**src/hdl/rfp_pkg.sv**
```systemverilog
package rfp_pkg;

    localparam logic [7:0] HEADER_FIRST  = 8'h57;
    localparam logic [7:0] HEADER_SECOND = 8'h01;
    localparam logic [2:0] CHUNK_LAST    = 3'd5;
    localparam logic [2:0] SENSOR_POS    = 3'd1;

    localparam logic KIND_ZONE    = 1'b0;
    localparam logic KIND_VERDICT = 1'b1;

    typedef enum logic [2:0] {
        PH_HUNT    = 3'd0,
        PH_HEAD2   = 3'd1,
        PH_MARK    = 3'd2,
        PH_COUNT   = 3'd3,
        PH_RECORD  = 3'd4,
        PH_TRAILER = 3'd5,
        PH_CHECK   = 3'd6
    } phase_t;

    typedef struct packed {
        logic               kind;
        logic [7:0]         sensor_id;
        logic [7:0]         zone_index;
        logic signed [23:0] distance;
        logic [7:0]         zone_status;
        logic [15:0]        strength;
        logic               checksum_ok;
    } result_t;

endpackage

```
**src/hdl/rfp_parser.sv**
```systemverilog
module rfp_parser (
    input  logic             clk,
    input  logic             rst_n,
    input  logic             in_fire,
    input  logic [7:0]       rx_byte,
    output logic             push,
    output rfp_pkg::result_t res
);
    import rfp_pkg::*;

    phase_t      phase_reg,  phase_next;
    logic [2:0]  pos_reg,    pos_next;
    logic [7:0]  sum_reg,    sum_next;
    logic [7:0]  count_reg,  count_next;
    logic [7:0]  index_reg,  index_next;
    logic [7:0]  sensor_reg, sensor_next;
    logic [39:0] rec_reg,    rec_next;

    logic [7:0]  sum_add;
    logic [7:0]  index_inc;

    assign sum_add   = sum_reg + rx_byte;
    assign index_inc = index_reg + 8'd1;

    // next state of the frame walker
    always_comb
    begin
        phase_next  = phase_reg;
        pos_next    = pos_reg;
        sum_next    = sum_reg;
        count_next  = count_reg;
        index_next  = index_reg;
        sensor_next = sensor_reg;
        rec_next    = rec_reg;
        if (in_fire)
        begin
            case (phase_reg)
                PH_HEAD2:
                begin
                    if (rx_byte == HEADER_SECOND)
                    begin
                        sum_next   = sum_add;
                        pos_next   = '0;
                        phase_next = PH_MARK;
                    end
                    else
                    begin
                        phase_next = PH_HUNT;
                    end
                end
                PH_MARK:
                begin
                    sum_next = sum_add;
                    if (pos_reg == SENSOR_POS)
                        sensor_next = rx_byte;
                    if (pos_reg == CHUNK_LAST)
                    begin
                        pos_next   = '0;
                        phase_next = PH_COUNT;
                    end
                    else
                    begin
                        pos_next = pos_reg + 3'd1;
                    end
                end
                PH_COUNT:
                begin
                    sum_next   = sum_add;
                    count_next = rx_byte;
                    index_next = '0;
                    pos_next   = '0;
                    phase_next = (rx_byte == 8'd0) ? PH_TRAILER : PH_RECORD;
                end
                PH_RECORD:
                begin
                    sum_next = sum_add;
                    if (pos_reg != CHUNK_LAST)
                    begin
                        // every byte slot is written before the record completes
                        rec_next[8*pos_reg +: 8] = rx_byte;
                        pos_next = pos_reg + 3'd1;
                    end
                    else
                    begin
                        index_next = index_inc;
                        pos_next   = '0;
                        if (index_inc == count_reg)
                            phase_next = PH_TRAILER;
                    end
                end
                PH_TRAILER:
                begin
                    sum_next = sum_add;
                    if (pos_reg == CHUNK_LAST)
                    begin
                        pos_next   = '0;
                        phase_next = PH_CHECK;
                    end
                    else
                    begin
                        pos_next = pos_reg + 3'd1;
                    end
                end
                PH_CHECK:
                begin
                    phase_next = PH_HUNT;
                    pos_next   = '0;
                end
                default:
                begin
                    phase_next = PH_HUNT;
                    if (rx_byte == HEADER_FIRST)
                    begin
                        sum_next   = HEADER_FIRST;
                        phase_next = PH_HEAD2;
                    end
                end
            endcase
        end
    end

    // result of the byte being accepted
    always_comb
    begin
        push = 1'b0;
        res  = '0;
        case (phase_reg)
            PH_RECORD:
            begin
                push            = in_fire && (pos_reg == CHUNK_LAST);
                res.kind        = KIND_ZONE;
                res.sensor_id   = sensor_reg;
                res.zone_index  = index_reg;
                res.distance    = signed'(rec_reg[23:0]);
                res.zone_status = rec_reg[31:24];
                res.strength    = {rec_reg[39:32], rx_byte};
            end
            PH_CHECK:
            begin
                push            = in_fire;
                res.kind        = KIND_VERDICT;
                res.sensor_id   = sensor_reg;
                res.checksum_ok = (rx_byte == sum_reg);
            end
            default:
            begin
                push = 1'b0;
            end
        endcase
    end

    always_ff @(posedge clk or negedge rst_n)
    begin
        if (!rst_n)
        begin
            phase_reg  <= PH_HUNT;
            pos_reg    <= '0;
            sum_reg    <= '0;
            count_reg  <= '0;
            index_reg  <= '0;
            sensor_reg <= '0;
        end
        else
        begin
            phase_reg  <= phase_next;
            pos_reg    <= pos_next;
            sum_reg    <= sum_next;
            count_reg  <= count_next;
            index_reg  <= index_next;
            sensor_reg <= sensor_next;
        end
    end

    always_ff @(posedge clk)
    begin
        rec_reg <= rec_next;
    end

endmodule

```
**src/hdl/rfp_out_buf.sv**
```systemverilog
module rfp_out_buf (
    input  logic             clk,
    input  logic             rst_n,
    input  logic             push,
    input  rfp_pkg::result_t push_data,
    output logic             room,
    output logic             valid,
    input  logic             ready,
    output rfp_pkg::result_t data
);
    import rfp_pkg::*;

    logic    main_valid_reg, main_valid_next;
    logic    skid_valid_reg, skid_valid_next;
    result_t main_reg,       main_next;
    result_t skid_reg,       skid_next;
    logic    pop;

    assign pop   = main_valid_reg && ready;
    assign valid = main_valid_reg;
    assign data  = main_reg;
    assign room  = !skid_valid_reg;

    always_comb
    begin
        main_valid_next = main_valid_reg;
        skid_valid_next = skid_valid_reg;
        main_next       = main_reg;
        skid_next       = skid_reg;
        if (skid_valid_reg)
        begin
            // skid full: no push can arrive, drain it on pop
            if (pop)
            begin
                main_next       = skid_reg;
                skid_valid_next = 1'b0;
            end
        end
        else if (!main_valid_reg || pop)
        begin
            main_valid_next = push;
            main_next       = push_data;
        end
        else if (push)
        begin
            skid_valid_next = 1'b1;
            skid_next       = push_data;
        end
    end

    always_ff @(posedge clk or negedge rst_n)
    begin
        if (!rst_n)
        begin
            main_valid_reg <= 1'b0;
            skid_valid_reg <= 1'b0;
        end
        else
        begin
            main_valid_reg <= main_valid_next;
            skid_valid_reg <= skid_valid_next;
        end
    end

    always_ff @(posedge clk)
    begin
        main_reg <= main_next;
        skid_reg <= skid_next;
    end

endmodule

```
**src/hdl/ranging_frame_parser.sv**
```systemverilog
// A result is registered in the output buffer when the byte that completes it is accepted.
// Throughput: one byte per cycle; the two-entry output buffer sets the limit,
// and in_ready drops only while two results wait to be taken.
// Reset (rst_n low, asynchronous): the parser goes back to hunting for the
// header with all counters and the checksum cleared, and the output buffer empties.
module ranging_frame_parser (
    input  logic               clk,
    input  logic               rst_n,
    input  logic               in_valid,
    output logic               in_ready,
    input  logic [7:0]         rx_byte,
    output logic               out_valid,
    input  logic               out_ready,
    output logic               kind,
    output logic [7:0]         sensor_id,
    output logic [7:0]         zone_index,
    output logic signed [23:0] distance,
    output logic [7:0]         zone_status,
    output logic [15:0]        strength,
    output logic               checksum_ok
);
    import rfp_pkg::*;

    logic    in_fire;
    logic    push;
    result_t res;
    result_t out_data;

    assign in_fire = in_valid && in_ready;

    rfp_parser u_parser (
        .clk     (clk),
        .rst_n   (rst_n),
        .in_fire (in_fire),
        .rx_byte (rx_byte),
        .push    (push),
        .res     (res)
    );

    rfp_out_buf u_out_buf (
        .clk       (clk),
        .rst_n     (rst_n),
        .push      (push),
        .push_data (res),
        .room      (in_ready),
        .valid     (out_valid),
        .ready     (out_ready),
        .data      (out_data)
    );

    assign kind        = out_data.kind;
    assign sensor_id   = out_data.sensor_id;
    assign zone_index  = out_data.zone_index;
    assign distance    = out_data.distance;
    assign zone_status = out_data.zone_status;
    assign strength    = out_data.strength;
    assign checksum_ok = out_data.checksum_ok;

`ifndef SYNTHESIS
    a_stall_has_result: assert property (@(posedge clk) disable iff (!rst_n)
        !in_ready |-> out_valid)
        else $error("input stalled with no result waiting");

    a_zone_no_verdict: assert property (@(posedge clk) disable iff (!rst_n)
        (out_valid && (kind == KIND_ZONE)) |-> !checksum_ok)
        else $error("zone record carries checksum flag");

    a_verdict_clean: assert property (@(posedge clk) disable iff (!rst_n)
        (out_valid && (kind == KIND_VERDICT)) |->
        ((zone_index == 8'd0) && (distance == 24'sd0) && (strength == 16'd0)))
        else $error("frame verdict carries record fields");
`endif

endmodule

```
**config.mk**
```make
export PLATFORM = sky130hd
export DESIGN_NAME = ranging_frame_parser
export DESIGN_NICKNAME = d
export VERILOG_FILES = /design/src/hdl/rfp_pkg.sv /design/src/hdl/rfp_parser.sv /design/src/hdl/rfp_out_buf.sv /design/src/hdl/ranging_frame_parser.sv
export SDC_FILE = /design/constraint.sdc
export NUM_CORES = 1
export LEC_CHECK = 0
export BUFFER_PORTS_ARGS = -buffer_cell sky130_fd_sc_hd__buf_2
export CAP_MARGIN = 10
export CORE_ASPECT_RATIO = 1.25
export CORE_UTILIZATION = 54
export DETAILED_ROUTE_END_ITERATION = 7
export GPL_ROUTABILITY_DRIVEN = 0
export PLACE_DENSITY = 0.76
export SLEW_MARGIN = 0
export SYNTH_ARGS = -nofsm -noshare
export SYNTH_HDL_FRONTEND = slang
export SYNTH_SLANG_ARGS = --single-unit
```
**constraint.sdc**
```tcl
create_clock -name clk -period 5.75 [get_ports clk]
set_clock_uncertainty 0.15 [all_clocks]
set_input_delay 0.8625 -clock clk [delete_from_list [all_inputs] [get_ports clk]]
set_output_delay 0.8625 -clock clk [all_outputs]
set_load 0.005 [all_outputs]
```
# [Word level (Yosys, flattened, before mapping)]
# Cells that the tools add are included.
[op_classes] n_addsub=4 eq_ne=19 shift=2 mux=29 n_bitwise=3 reduce_logical=24
[ops] op="66-bit two-way mux" n=3
[ops] op="56-bit two-way mux" n=1
[ops] op="40-bit bitwise mux" n=1
[ops] op="8-bit by 34-bit variable shift with 40-bit output (first input constant)" n=1
[ops] op="8-bit by 34-bit indexed part select with 40-bit output" n=1
[ops] op="6-bit negation with 34-bit output" n=1
[ops] op="8-bit two-way mux" n=3
[ops] op="8-bit one-hot mux with 3 select lines" n=1
[ops] op="3-bit two-way mux" n=7
[ops] op="3-bit one-hot mux with 6 select lines" n=1
[ops] op="9-bit one-hot mux with 2 select lines" n=1
[ops] op="8-bit == test" n=2
[ops] op="8-bit one-hot mux with 2 select lines" n=1
[ops] op="3-bit AND reduction" n=5
[ops] op="3-bit == test (second input constant)" n=4
[ops] op="3-bit one-hot mux with 4 select lines" n=1
[ops] op="8-bit by 1-bit adder with 8-bit output (second input constant)" n=1
[ops] op="8-bit adder" n=1
[ops] op="8-bit by 1-bit == test with 1-bit output (second input constant)" n=1
[ops] op="8-bit by 7-bit == test with 1-bit output (second input constant)" n=1
[ops] op="8-bit zero test" n=1
[ops] op="2-bit by 1-bit inequality test with 1-bit output (second input constant)" n=4
[ops] op="1-bit two-way mux" n=7
[ops] op="3-bit by 1-bit == test with 1-bit output (second input constant)" n=2
[ops] op="other kinds (18)" n=29
[word_totals] regBits=212 inputBits=12 word_cells=104

# [Depth between registers and ports, before layout]
[depth] word_depth=7 ltp_mapped=9

# [Modules after synthesis]
# Synthesis repeated with hierarchy kept, for this count alone.
[unflattened] cells_unflattened=640 area_unflattened_um2=9611.7
[by_module_without_submodules] mod="rfp_out_buf" instances=1 cells_per_inst=216 area_each_um2=5206.2
[by_module_without_submodules] mod="rfp_parser" instances=1 cells_per_inst=423 area_each_um2=4399.2
[by_module_without_submodules] mod="ranging_frame_parser" instances=1 cells_per_inst=1 area_each_um2=6.3

# [Worst setup path before layout]
# No wires, ideal clock.
[synth_path] path_type="register to register" from="reg u_out_buf.skid_valid_reg" to="reg u_out_buf.main_reg (netlist bit u_out_buf.data[0]), enable pin" setup_time_ns=0.581 arrival_ns=5.072 path_slack_ns=-0.053 path_stages_with_launch=2 synth_period_minus_slack_ns=5.803 path_cell_list="dfrtp_1 -> o21ai_0"
[synth_between] elab_chain_cells=2
[synth_rtl] element="from (decl)" line_no="rfp_out_buf.sv:14" source="logic skid_valid_reg, skid_valid_next;"
[synth_rtl] element="from (signal assigned)" line_no="rfp_out_buf.sv:61" source="skid_valid_reg <= skid_valid_next;"
[synth_rtl] element="2-bit inequality test (no source line) or 2-bit nonzero test (tied branches)"
[synth_rtl] element="2-bit AND reduction (no source line) *"
[synth_rtl] element="to (signal assigned)" line_no="rfp_out_buf.sv:67" source="main_reg <= main_next;"
[synth_rtl] element="to (decl)" line_no="rfp_out_buf.sv:15" source="result_t main_reg, main_next;"
# Mark *: on every way between the ends. The rest lies on a longest branch, timed or not.
# A chain may end at the register's enable or synchronous reset.

# [Worst setup path in the final report]
[layout_path] from="reg u_out_buf.skid_valid_reg" to="out in_ready"
[layout_between] elab_chain_cells=1
[layout_rtl] element="1-bit zero test" line_no="rfp_out_buf.sv:22" source="assign room = !skid_valid_reg;"
[layout_rtl] element="to (decl)" line_no="ranging_frame_parser.sv:10" source="output logic in_ready,"
# No other way between the ends.

==> results.cfg <==
[clock_tree]
hold_buffers = 0
cts_root_buf = clkbuf_16
cts_buffers = 20
clock_latency_ns = 0.48
post_cts_resized = 0
clockBufferDepth = 3
post-cts-setup-buffers = 0
clkTransAtPathRegs_ns = 0.07
clock_sinks = 212
htreeDepth = 1
cts_tree = yes

[logic_synthesis]
synth_top_area_frac = 0.560
ys_warn_count = 0
synth_area_leaders = edfxtp_1 56%, dfrtp_1 11%, mux2_2 10%, and2_1 6.9%, ha_1 1.9%
synth_fa_ha_area_frac = 0.0212
syn_nets = 670
synth_flop_cell = edfxtp_1
synth.area.mux_share = 0.107
synth_compound_area_frac = 0.0449
netlist.top_cell.by_area = edfxtp_1
synth_seq_cells = 212
netlist_area_sq_mm = 0.00922
synthXorXnorAreaFrac = 0.0123
synth-async-reset-ratio = 0.189
synth_top_family_by_area = simple AND/OR/NAND/NOR gates
synthSimpleGateAreaFrac = 0.128
syn_inst = 643
avgSynthCellArea_sq_um = 14.3
synth_edf_count = 172
ys_seq_area_frac = 0.669
ys_types = 51

[drt]
dr_total_vias = 5293
wl_per_cell_um = 17.8
viasPerCell = 5.55
routed_wl_um = 17000
drtAntennaViolNets = 0
dr.first_iter.drc_count = 340
dr.pass1.iters = 4
drc_errors = 0

[global_route]
overflow = 0
grt_antenna_before_repair = 0
grt_pass1_wl_um = 28000
track_usage = 0.202
grt_pass1_vias = 5468
grt_max_degree = 67

[sta]
relSlewSlack = 0.276
fin_crit_sh = 0.573
worst_pin_slew_ns = 1.08
hold_viol = 0
grt_setup_unrepaired = no
drv_slew = 0
min_period_ns = 3.29
setup-tns-final_ns = 0
setup_violations = 0
fmax_mhz = 304

[finish]
diodes = 0
final_area_sq_mm = 0.0104
drive_gt1_frac = 0.271
syn_to_final_growth_pct = 13.3
fillers = 1251
nets = 747

[placed_design]
placed_area_sq_mm = 0.00984
portBuffers = 79
dpl.hpwl_um = 10900

[floorplanning]
die_w_um = 119
start_util = 0.550
die_area_sq_mm = 0.0176
io_pins = 80
rows = 53
die-height_um = 148
core-area_sq_mm = 0.0168

[critical_path]
startpoint = u_out_buf.skid_valid_reg
end_kind = output pin
path_buf_inv = 3
path_class = reg -> out
start_kind = flip-flop
slowest_delay_ns = 0.58
path_cells = inv_2, buf_4, buf_2
cp.arrival_ns = 2.28
crit_slowest_cell = inv_2
crit_family = buffers and inverters
critPathRequiredTime_ns = 4.74
critPathMaxFanout = 36
r2r_start = u_out_buf.skid_valid_reg

[job]
drv_cap = 0

[outcome]
status = finished, final reports clean

[pwr]
irDropWorstVdd_mv = 0.203
combinationalPowerShare = 0.014
internal_power_uw = 2350
power_leakage_uw = 0.00393
power_density_mw_per_mm2 = 278
switching_share = 0.190
clkPwrFrac = 0.421
p_sw_uw = 553
p_seq_frac = 0.565

[min_path]
hold_start = u_parser.sensor_reg[1]
hold_path.class = reg -> reg
metrics by stage:
stage	setup WS (ns)	instances	utilization	hold slack, ns	total power [uW]
after floorplan	0.875	643	-	0.293	1690
after global placement	2.10	918	0.586	0.318	1710
after detailed placement	1.98	918	0.586	0.324	1710
after CTS	2.42	954	0.623	0.339	2930
after global routing	2.16	954	0.623	0.368	2990
final	2.46	954	0.623	0.341	2900
area by class of cell:
type                    count  area [sq um]  share of cell area
multi-input cells         387          2910               0.279
repair buffers             83           425              0.0407
inverters                  16          60.1             0.00575
flip-flops and latches    212          6170               0.590
well taps                 220           275              0.0264
clock inverters             5          26.3             0.00252
clock buffers              31           583              0.0558
power by group through the flow:
stage | combinational (uW) | sequential, uW | clock (uW)
after CTS | 41.1 | 1640 | 1240
after global routing | 44.8 | 1640 | 1310
after detailed placement | 41.1 | 1670 | 0
final | 40.8 | 1640 | 1220
after floorplan | 15.6 | 1670 | 0
after global placement | 39.3 | 1670 | 0
cell usage after synthesis, types with 5 or more instances:
master      n
a21oi_1     5
and2_1    101
and3_1     14
clkbuf_1   24
dfrtp_1    40
edfxtp_1  172
ha_1       14
inv_1      16
mux2_2     84
nand2_1    28
nand3_1     7
nor2_1     19
nor2b_1     6
nor3_1     18
o21ai_0    24
xnor2_1     9
path summary, 6_finish.rpt:
| kind | to | slack (ns) | depth (start not counted) |
|---|---|---|---|
| min in group asynchronous | u_parser.index_reg[2] | 0.36 | 1 |
| min reg2reg | u_parser.sensor_reg[1] | 0.34 | 2 |
| max reg2reg | u_out_buf.skid_reg[22] | 2.46 | 4 |
| min | u_parser.sensor_reg[1] | 0.34 | 2 |
| max in group asynchronous | u_parser.sensor_reg[3] | 4.52 | 1 |
| max | in_ready | 2.46 | 3 |
tightest hold or removal path, stage by stage, from the launching register on:
cell,delay [ns]
dfrtp_1,0.35
nand2_1,0.05
o21ai_0,0.06
metal layers:
layer	share of wire	wire [um]	track usage
met1	0.40	6720	0.248
met2	0.52	8820	0.359
met5	0	0	0
met4	0.032	542	0.0772
met3	0.053	906	0.0311
cells by family (layout without fill, tap and decap cells):
logic type | Yosys count | in the layout
flops | 212 | 212
simple gates | 209 | 209
mux | 88 | 88
compound gates | 62 | 62
buf+inv | 44 | 135
fa+ha+maj | 15 | 15
xor+xnor | 13 | 13
placed cells by master, fill, tap and decap left out, types with 5 or more instances in the layout:
cell type  instances
o21ai_0           23
nand2_1           28
mux2_2            84
xnor2_1            9
ha_1              14
nor2b_1            6
clkbuf_1           8
and2_1           101
clkbuf_16         21
and3_1            14
nor2_1            18
inv_1             15
nor3_1            18
a21oi_1            5
buf_2             79
edfxtp_1         172
nand3_1            7
dfrtp_1           40
(Power assumes the default switching activity.)
